`src/rtl/sm4g_pkg.sv`:
```
// ----------------------------------------------------------------------------
// sm4g_pkg
// Shared types, constants and functions of the SM4-GCM engine.
// ----------------------------------------------------------------------------
package sm4g_pkg;

  localparam int BLK_W  = 128;
  localparam int WORD_W = 32;
  localparam int ROUNDS = 32;
  localparam int CFG_W  = 64;
  localparam int CFG_IDX_W = 3;
  localparam int DIGIT_W = 4;

  localparam logic [CFG_IDX_W-1:0] REG_KEY_HIGH   = 3'd0;
  localparam logic [CFG_IDX_W-1:0] REG_KEY_LOW    = 3'd1;
  localparam logic [CFG_IDX_W-1:0] REG_NONCE_HIGH = 3'd2;
  localparam logic [CFG_IDX_W-1:0] REG_NONCE_LOW  = 3'd3;
  localparam logic [CFG_IDX_W-1:0] REG_DECRYPT    = 3'd4;

  localparam logic [1:0] ACT_START  = 2'd0;
  localparam logic [1:0] ACT_AAD    = 2'd1;
  localparam logic [1:0] ACT_TEXT   = 2'd2;
  localparam logic [1:0] ACT_FINISH = 2'd3;

  localparam logic [7:0] GCM_R = 8'he1;
  localparam logic [127:0] FK = 128'hA3B1BAC6_56AA3350_677D9197_B27022DC;

  // control from sequencer to the cipher core
  typedef struct packed {
    logic load;      // load block into datapath
    logic key_mode;  // key expansion round instead of data round
    logic step;      // do one round
  } sm4g_ctl_t;

  function automatic logic [7:0] sbox(input logic [7:0] a);
    logic [7:0] r;
    case (a)
      8'h00: r=8'hd6; 8'h01: r=8'h90; 8'h02: r=8'he9; 8'h03: r=8'hfe;
      8'h04: r=8'hcc; 8'h05: r=8'he1; 8'h06: r=8'h3d; 8'h07: r=8'hb7;
      8'h08: r=8'h16; 8'h09: r=8'hb6; 8'h0a: r=8'h14; 8'h0b: r=8'hc2;
      8'h0c: r=8'h28; 8'h0d: r=8'hfb; 8'h0e: r=8'h2c; 8'h0f: r=8'h05;
      8'h10: r=8'h2b; 8'h11: r=8'h67; 8'h12: r=8'h9a; 8'h13: r=8'h76;
      8'h14: r=8'h2a; 8'h15: r=8'hbe; 8'h16: r=8'h04; 8'h17: r=8'hc3;
      8'h18: r=8'haa; 8'h19: r=8'h44; 8'h1a: r=8'h13; 8'h1b: r=8'h26;
      8'h1c: r=8'h49; 8'h1d: r=8'h86; 8'h1e: r=8'h06; 8'h1f: r=8'h99;
      8'h20: r=8'h9c; 8'h21: r=8'h42; 8'h22: r=8'h50; 8'h23: r=8'hf4;
      8'h24: r=8'h91; 8'h25: r=8'hef; 8'h26: r=8'h98; 8'h27: r=8'h7a;
      8'h28: r=8'h33; 8'h29: r=8'h54; 8'h2a: r=8'h0b; 8'h2b: r=8'h43;
      8'h2c: r=8'hed; 8'h2d: r=8'hcf; 8'h2e: r=8'hac; 8'h2f: r=8'h62;
      8'h30: r=8'he4; 8'h31: r=8'hb3; 8'h32: r=8'h1c; 8'h33: r=8'ha9;
      8'h34: r=8'hc9; 8'h35: r=8'h08; 8'h36: r=8'he8; 8'h37: r=8'h95;
      8'h38: r=8'h80; 8'h39: r=8'hdf; 8'h3a: r=8'h94; 8'h3b: r=8'hfa;
      8'h3c: r=8'h75; 8'h3d: r=8'h8f; 8'h3e: r=8'h3f; 8'h3f: r=8'ha6;
      8'h40: r=8'h47; 8'h41: r=8'h07; 8'h42: r=8'ha7; 8'h43: r=8'hfc;
      8'h44: r=8'hf3; 8'h45: r=8'h73; 8'h46: r=8'h17; 8'h47: r=8'hba;
      8'h48: r=8'h83; 8'h49: r=8'h59; 8'h4a: r=8'h3c; 8'h4b: r=8'h19;
      8'h4c: r=8'he6; 8'h4d: r=8'h85; 8'h4e: r=8'h4f; 8'h4f: r=8'ha8;
      8'h50: r=8'h68; 8'h51: r=8'h6b; 8'h52: r=8'h81; 8'h53: r=8'hb2;
      8'h54: r=8'h71; 8'h55: r=8'h64; 8'h56: r=8'hda; 8'h57: r=8'h8b;
      8'h58: r=8'hf8; 8'h59: r=8'heb; 8'h5a: r=8'h0f; 8'h5b: r=8'h4b;
      8'h5c: r=8'h70; 8'h5d: r=8'h56; 8'h5e: r=8'h9d; 8'h5f: r=8'h35;
      8'h60: r=8'h1e; 8'h61: r=8'h24; 8'h62: r=8'h0e; 8'h63: r=8'h5e;
      8'h64: r=8'h63; 8'h65: r=8'h58; 8'h66: r=8'hd1; 8'h67: r=8'ha2;
      8'h68: r=8'h25; 8'h69: r=8'h22; 8'h6a: r=8'h7c; 8'h6b: r=8'h3b;
      8'h6c: r=8'h01; 8'h6d: r=8'h21; 8'h6e: r=8'h78; 8'h6f: r=8'h87;
      8'h70: r=8'hd4; 8'h71: r=8'h00; 8'h72: r=8'h46; 8'h73: r=8'h57;
      8'h74: r=8'h9f; 8'h75: r=8'hd3; 8'h76: r=8'h27; 8'h77: r=8'h52;
      8'h78: r=8'h4c; 8'h79: r=8'h36; 8'h7a: r=8'h02; 8'h7b: r=8'he7;
      8'h7c: r=8'ha0; 8'h7d: r=8'hc4; 8'h7e: r=8'hc8; 8'h7f: r=8'h9e;
      8'h80: r=8'hea; 8'h81: r=8'hbf; 8'h82: r=8'h8a; 8'h83: r=8'hd2;
      8'h84: r=8'h40; 8'h85: r=8'hc7; 8'h86: r=8'h38; 8'h87: r=8'hb5;
      8'h88: r=8'ha3; 8'h89: r=8'hf7; 8'h8a: r=8'hf2; 8'h8b: r=8'hce;
      8'h8c: r=8'hf9; 8'h8d: r=8'h61; 8'h8e: r=8'h15; 8'h8f: r=8'ha1;
      8'h90: r=8'he0; 8'h91: r=8'hae; 8'h92: r=8'h5d; 8'h93: r=8'ha4;
      8'h94: r=8'h9b; 8'h95: r=8'h34; 8'h96: r=8'h1a; 8'h97: r=8'h55;
      8'h98: r=8'had; 8'h99: r=8'h93; 8'h9a: r=8'h32; 8'h9b: r=8'h30;
      8'h9c: r=8'hf5; 8'h9d: r=8'h8c; 8'h9e: r=8'hb1; 8'h9f: r=8'he3;
      8'ha0: r=8'h1d; 8'ha1: r=8'hf6; 8'ha2: r=8'he2; 8'ha3: r=8'h2e;
      8'ha4: r=8'h82; 8'ha5: r=8'h66; 8'ha6: r=8'hca; 8'ha7: r=8'h60;
      8'ha8: r=8'hc0; 8'ha9: r=8'h29; 8'haa: r=8'h23; 8'hab: r=8'hab;
      8'hac: r=8'h0d; 8'had: r=8'h53; 8'hae: r=8'h4e; 8'haf: r=8'h6f;
      8'hb0: r=8'hd5; 8'hb1: r=8'hdb; 8'hb2: r=8'h37; 8'hb3: r=8'h45;
      8'hb4: r=8'hde; 8'hb5: r=8'hfd; 8'hb6: r=8'h8e; 8'hb7: r=8'h2f;
      8'hb8: r=8'h03; 8'hb9: r=8'hff; 8'hba: r=8'h6a; 8'hbb: r=8'h72;
      8'hbc: r=8'h6d; 8'hbd: r=8'h6c; 8'hbe: r=8'h5b; 8'hbf: r=8'h51;
      8'hc0: r=8'h8d; 8'hc1: r=8'h1b; 8'hc2: r=8'haf; 8'hc3: r=8'h92;
      8'hc4: r=8'hbb; 8'hc5: r=8'hdd; 8'hc6: r=8'hbc; 8'hc7: r=8'h7f;
      8'hc8: r=8'h11; 8'hc9: r=8'hd9; 8'hca: r=8'h5c; 8'hcb: r=8'h41;
      8'hcc: r=8'h1f; 8'hcd: r=8'h10; 8'hce: r=8'h5a; 8'hcf: r=8'hd8;
      8'hd0: r=8'h0a; 8'hd1: r=8'hc1; 8'hd2: r=8'h31; 8'hd3: r=8'h88;
      8'hd4: r=8'ha5; 8'hd5: r=8'hcd; 8'hd6: r=8'h7b; 8'hd7: r=8'hbd;
      8'hd8: r=8'h2d; 8'hd9: r=8'h74; 8'hda: r=8'hd0; 8'hdb: r=8'h12;
      8'hdc: r=8'hb8; 8'hdd: r=8'he5; 8'hde: r=8'hb4; 8'hdf: r=8'hb0;
      8'he0: r=8'h89; 8'he1: r=8'h69; 8'he2: r=8'h97; 8'he3: r=8'h4a;
      8'he4: r=8'h0c; 8'he5: r=8'h96; 8'he6: r=8'h77; 8'he7: r=8'h7e;
      8'he8: r=8'h65; 8'he9: r=8'hb9; 8'hea: r=8'hf1; 8'heb: r=8'h09;
      8'hec: r=8'hc5; 8'hed: r=8'h6e; 8'hee: r=8'hc6; 8'hef: r=8'h84;
      8'hf0: r=8'h18; 8'hf1: r=8'hf0; 8'hf2: r=8'h7d; 8'hf3: r=8'hec;
      8'hf4: r=8'h3a; 8'hf5: r=8'hdc; 8'hf6: r=8'h4d; 8'hf7: r=8'h20;
      8'hf8: r=8'h79; 8'hf9: r=8'hee; 8'hfa: r=8'h5f; 8'hfb: r=8'h3e;
      8'hfc: r=8'hd7; 8'hfd: r=8'hcb; 8'hfe: r=8'h39; 8'hff: r=8'h48;
      default: r = 8'h00;
    endcase
    return r;
  endfunction

  function automatic logic [31:0] tau(input logic [31:0] v);
    return {sbox(v[31:24]), sbox(v[23:16]), sbox(v[15:8]), sbox(v[7:0])};
  endfunction

  // CK word i: byte j is (4i+j)*7 mod 256
  function automatic logic [31:0] ck_word(input logic [4:0] i);
    logic [7:0] b;
    logic [31:0] v;
    v = '0;
    for (int j = 0; j < 4; j++) begin
      b = 8'(({3'd0, i} * 8'd4 + 8'(j)) * 8'd7);
      v = {v[23:0], b};
    end
    return v;
  endfunction

  function automatic logic [63:0] lead_mask(input logic [3:0] n);
    logic [63:0] m;
    if (n == 4'd0) m = '0;
    else if (n >= 4'd8) m = '1;
    else m = ~64'd0 << (7'd64 - {n[2:0], 3'd0});
    return m;
  endfunction

endpackage

```
`src/rtl/sm4g_ghash.sv`:
```
// ----------------------------------------------------------------------------
// sm4g_ghash
// GF(2^128) multiply, 4 bits of the multiplicand per cycle.
// ----------------------------------------------------------------------------
module sm4g_ghash (
  input  logic         clk,
  input  logic         rst_n,
  input  logic         start,
  input  logic [127:0] a_in,
  input  logic [127:0] h_in,
  output logic         busy,
  output logic [127:0] z_out
);

  logic [127:0] a_r, a_nxt, v_r, v_nxt, z_r, z_nxt;
  logic [5:0]   cnt_r, cnt_nxt;
  logic [127:0] v, z;

  always_comb begin
    a_nxt = a_r; v_nxt = v_r; z_nxt = z_r; cnt_nxt = cnt_r;
    v = v_r; z = z_r;
    if (start) begin
      a_nxt = a_in; v_nxt = h_in; z_nxt = '0; cnt_nxt = 6'd32;
    end else if (cnt_r != 6'd0) begin
      for (int i = 0; i < sm4g_pkg::DIGIT_W; i++) begin
        if (a_r[127-i]) z = z ^ v;
        v = {v[0] ? (1'b0 ^ 1'b0) : 1'b0, v[127:1]} ^
            (v[0] ? {sm4g_pkg::GCM_R, 120'd0} : 128'd0);
      end
      z_nxt = z; v_nxt = v;
      a_nxt = {a_r[123:0], 4'd0};
      cnt_nxt = cnt_r - 6'd1;
    end
  end

  always_ff @(posedge clk) begin
    a_r <= a_nxt; v_r <= v_nxt; z_r <= z_nxt;
    if (!rst_n) cnt_r <= '0;
    else cnt_r <= cnt_nxt;
  end

  assign busy = (cnt_r != 6'd0);
  assign z_out = z_r;

endmodule

```
`config.mk`:
```
export PLATFORM = sky130hd
export DESIGN_NAME = sm4g_ghash
export DESIGN_NICKNAME = d
export VERILOG_FILES = /design/src/rtl/sm4g_pkg.sv /design/src/rtl/sm4g_ghash.sv
export SDC_FILE = /design/constraint.sdc
export NUM_CORES = 1
export LEC_CHECK = 0
export BUFFER_PORTS_ARGS = -buffer_cell sky130_fd_sc_hd__buf_2
export CAP_MARGIN = 20
export CORE_ASPECT_RATIO = 0.75
export CORE_MARGIN = 10
export CORE_UTILIZATION = 50
export DETAILED_ROUTE_END_ITERATION = 8
export PLACE_DENSITY = 0.77
export SYNTH_ARGS = -nofsm -noshare
export SYNTH_HDL_FRONTEND = slang
export SYNTH_SLANG_ARGS = --single-unit
```
`constraint.sdc`:
```
create_clock -name clk -period 10.4 [get_ports clk]
set_clock_uncertainty 0.2 [all_clocks]
set_input_delay 1.56 -clock clk [delete_from_list [all_inputs] [get_ports clk]]
set_output_delay 1.56 -clock clk [all_outputs]
set_load 0.05 [all_outputs]
```
[Yosys cells after proc, flatten, opt, wreduce, memory -nomap -nowiden]
Cells that the tools add are included.
Storage, ports and cells
  flip-flop bits (word level): 390
  output and inout bits: 129
Cells by class
  $add $sub $neg: 1
  multiplexer cells: 20
  bitwise gates (word level): 9
  reduce and logical (&&, ||, !) cells: 3
Operator list (number)
  2-to-1 mux 128 bit: 18
  XOR 127 x 128 -> 128 bit: 4
  XOR 128 bit: 4
  2-to-1 mux 6 bit: 2
  nonzero test 6 bit: 1
  subtractor 6 x 1 -> 6 bit (second input constant): 1
  nonzero test 2 bit: 1
  OR reduction 2 bit: 1
  inverter 1 bit: 1

[Longest topological paths before layout]
  depth in word-level cells: 14
  depth in mapped cells: 10
  depth with buffers taken out: 6

[Least setup slack after synthesis]
OpenSTA, ideal clock, no wires.
  path kind: input to register
  start: in start
  end: reg a_r[0] (enable)
  library setup time: 0.663 ns
  data arrival time: 8.411 ns
  required time: 9.537 ns
  slack: 1.125 ns
  stages on the path: 4
  buffers on the path: 3
  path through: clkbuf_1 > clkbuf_1 > clkbuf_1 > nand2b_1
Between the ends
  word-level cells in the longest chain between the ends: 1
RTL lines
  start, declared: RTL line sm4g_ghash.sv:8  | input logic start,
  nonzero test 2 bit (no line)
  end signal, assigned: RTL line sm4g_ghash.sv:37  | a_r <= a_nxt; v_r <= v_nxt; z_r <= z_nxt;
  end, declared: RTL line sm4g_ghash.sv:15  | logic [127:0] a_r, a_nxt, v_r, v_nxt, z_r, z_nxt;
No other way between the ends.
A chain may end at the register's enable or synchronous reset.

[Worst setup path in the final report]
  start: in start
  end: reg v_r[12] (data pin)
Between the ends
  word-level cells in the longest chain between the ends: 1
RTL lines
  2-to-1 mux 128 bit: RTL line sm4g_ghash.sv:22  | if (start) begin
  via v_nxt[12]: RTL line sm4g_ghash.sv:15
  end signal, assigned: RTL line sm4g_ghash.sv:37
  end, declared: RTL line sm4g_ghash.sv:15
The timed path passes the listed nets, and every way through them passes these cells.

==> run_results.csv <==
group,metric,value,unit
synthesis,synthesis.area,21630,um^2
critical_path,path_class,"primary input to register",
timing,drv_slew,0,
timing,clock.fmax,0.2308,GHz
drt,detail_route.wl_per_cell,18.31,um
hold_path,hold_path_class,"register to register",
clocking,post_cts_buffers,0,
power_and_ir_drop,powerDensity,322.8,nW/um^2
floorplanning,dieArea,52070,um^2
clocking,cts_resized,0,
timing,worst_pin_slew,1.080,ns
clocking,clock_latency,0.54,ns
place,port_buffers,387,
clocking,clk_pin_slew,0.06,ns
floorplanning,core-area,42370,um^2
critical_path,cp.arrival,4.42,ns
grt,grt_max_degree,206,
timing,hold_viol,0,
power_and_ir_drop,p_total,8120,uW
critical_path,crit_start,"start",
place,hpwl,39060,um
grt,antenna_found_initial,17,
layout,final_common_cell,"nand2_1",
power_and_ir_drop,power.leakage,0.009999,uW
critical_path,r2r_cells,6,
clocking,ctsLongestPathBuffers,3,
drt,first_pass_iters,6,
flow_run,cap_viol_max_count,0,
synthesis,synth_top_family_by_area,"XOR/XNOR gates",
synthesis,synth.mux.area_fraction,13.11,%
drt,ant_nets,0,
floorplanning,fp-row-count,65,
synthesis,postSynthCellCount,2105,
critical_path,crit_end,"v_r[12]$_DFFE_PP_",
floorplanning,die_y,200.1,um
synthesis,synthSimpleGateAreaFrac,13.25,%
clocking,cts_sinks,390,
clocking,cts_made_buffers,41,
synthesis,synth_compound_area_share,6.276,%
clocking,cts_root_buf,"clkbuf_16",
layout,area_growth_syn_to_layout,16.31,%
drt,drt_wl_total,55460,um
drt,drt_iter0_drc,1074,
grt,grt_overflow,0,
timing,setup_viol,0,
timing,finalSetupTns,0,ns
synthesis,ys_types,36,
floorplanning,ioPinCount,388,
synthesis,synth_edf_count,256,
critical_path,r2r_start,"cnt_r[0]$_SDFFE_PP0P_",
timing,rsz0062_at_grt,"false",
drt,drc,0,
drt,via_count,16318,
critical_path,critPathRequiredTime,10.49,ns
floorplanning,start_util,51.05,%
synthesis,ys_ff_latch,390,
layout,nets,2679,
floorplanning,die-width,260.2,um
timing,slew_headroom,28.00,%
layout,drive_gt1_share,29.18,%
place,gp_congestion,0.8109,
synthesis,synth-xor-area-share,16.24,%
clocking,cts_tree,"built",
synthesis,yosys_most_used_dff,"edfxtp_1",
clocking,cts_hold_buf,0,
grt,grt_usage,20.43,%
grt,grt_pass1_vias,16134,
critical_path,reg2reg_to,"v_r[48]$_DFFE_PP_",
clocking,htree_levels,2,
grt,grt_pass1_wl,87220,um
outcome,outcome,"finished, final reports clean",
critical_path,reg2reg_slack,7.14,ns
synthesis,synth_area_per_cell,10.28,um^2
synthesis,synth_warnings,0,
synthesis,synth-async-reset-ratio,0,%
critical_path,worstPathMaxFanout,205,
synthesis,ys_seq_area_share,47.94,%
timing,min_period,4.333,ns
critical_path,crit_path_start_kind,"primary input",
synthesis,synth-adder-area-share,0.1157,%
power_and_ir_drop,ir_drop,0.0001742,V
layout,layout_common_cells,"nand2_1, buf_2, xnor2_1",
synthesis,syn_nets,2366,
critical_path,critPathCaptureType,"register",
drt,viasPerCell,5.387,
timing,finalCritPeriodShare,41.67,%
## report_power, final
part           internal (uW)  switching, uW
clock network            829            614
registers               2300            421
logic                   1670           2280
## per-stage QoR
| step | util (%) | instances | area, um^2 | hold slack (ns) | setup WS (ns) |
|---|---|---|---|---|---|
| final | 59.37 | 3029 | 25160 | 0.2768 | 6.067 |
| after global routing | 59.36 | 3027 | 25150 | 0.2964 | 5.971 |
| after CTS | 59.20 | 3017 | 25090 | 0.2797 | 6.071 |
| after detailed placement | 56.11 | 2942 | 23780 | 0.2696 | 5.590 |
| after global placement | 56.11 | 2942 | 23780 | 0.2575 | 5.664 |
| after floorplan | - | 2105 | 21630 | 0.2500 | 1.125 |
## area by class of cell
type | instances | area [um^2]
Antenna cell | 10 | 25.02
Clock buffer | 60 | 1201
Clock inverter | 15 | 107.6
Fill cell | 3511 | 17210
Inverter | 5 | 18.77
Multi-Input combinational cell | 1577 | 10610
Sequential cell | 390 | 10370
Tap cell | 569 | 711.9
Timing Repair Buffer | 403 | 2112
## cells in the mapped netlist, types with 2 or more instances
library cell	n	share of area [%]
a211o_1	2	0.081
a211oi_1	2	0.069
a21oi_1	129	3.0
and2_1	4	0.12
and3_1	2	0.058
buf_1	2	0.035
buf_2	45	1.0
buf_4	15	0.52
buf_6	3	0.16
clkbuf_1	61	1.1
clkbuf_2	7	0.16
dfxtp_1	134	12
edfxtp_1	256	36
ha_1	2	0.12
inv_1	5	0.087
mux2_2	251	13
nand2_1	515	8.9
nand2b_1	2	0.058
nand3_1	2	0.046
nand3b_1	3	0.10
nor2_1	8	0.14
nor2b_1	3	0.087
nor3_1	4	0.093
o211ai_1	2	0.069
o21ai_0	126	2.9
or3_1	124	3.6
xnor2_1	372	15
xnor3_1	6	0.62
xor2_1	11	0.45
## critical path, stage by stage
cell and delay (ns):
buf_8 0.55, buf_12 0.75, buf_4 0.80, mux2_2 0.41
## metal layers
layer | GRT usage [%] | routed length [um] | vias to the layer above
met2 | 33.62 | 26960 | 524
met5 | 0 | 68 | -
li1 | - | - | 7839
met3 | 5.332 | 4128 | 113
met1 | 25.34 | 22620 | 7828
met4 | 7.482 | 1683 | 14
## how the worst min path moves through the flow
stage                            start                 endpoint  slack (ns)  cells past startpoint
3_5_place_dp     cnt_r[0]$_SDFFE_PP0P_    cnt_r[0]$_SDFFE_PP0P_        0.27                      2
3_3_place_gp     cnt_r[0]$_SDFFE_PP0P_    cnt_r[0]$_SDFFE_PP0P_        0.26                      2
5_1_grt         z_out[11]$_SDFFE_PP0P_   z_out[11]$_SDFFE_PP0P_        0.30                      2
2_1_floorplan    cnt_r[0]$_SDFFE_PP0P_    cnt_r[0]$_SDFFE_PP0P_        0.25                      2
4_1_cts          cnt_r[0]$_SDFFE_PP0P_    cnt_r[0]$_SDFFE_PP0P_        0.28                      2
6_report       z_out[124]$_SDFFE_PP0P_  z_out[124]$_SDFFE_PP0P_        0.28                      2
## sequential cells by signal, indices dropped and copies added (netlist names)
register and count:
z_out 128, v_r 128, cnt_r 6, a_r 128
## cells by family after synthesis
kind of cell | count (synthesis)
AOI/OAI and AO/OA | 265
xor gates and xnor gates | 390
adders and majority gates | 2
buffers and inverters | 138
DFF | 390
muxes | 252
and+or+nand+nor | 668
(Power assumes the default switching activity.)
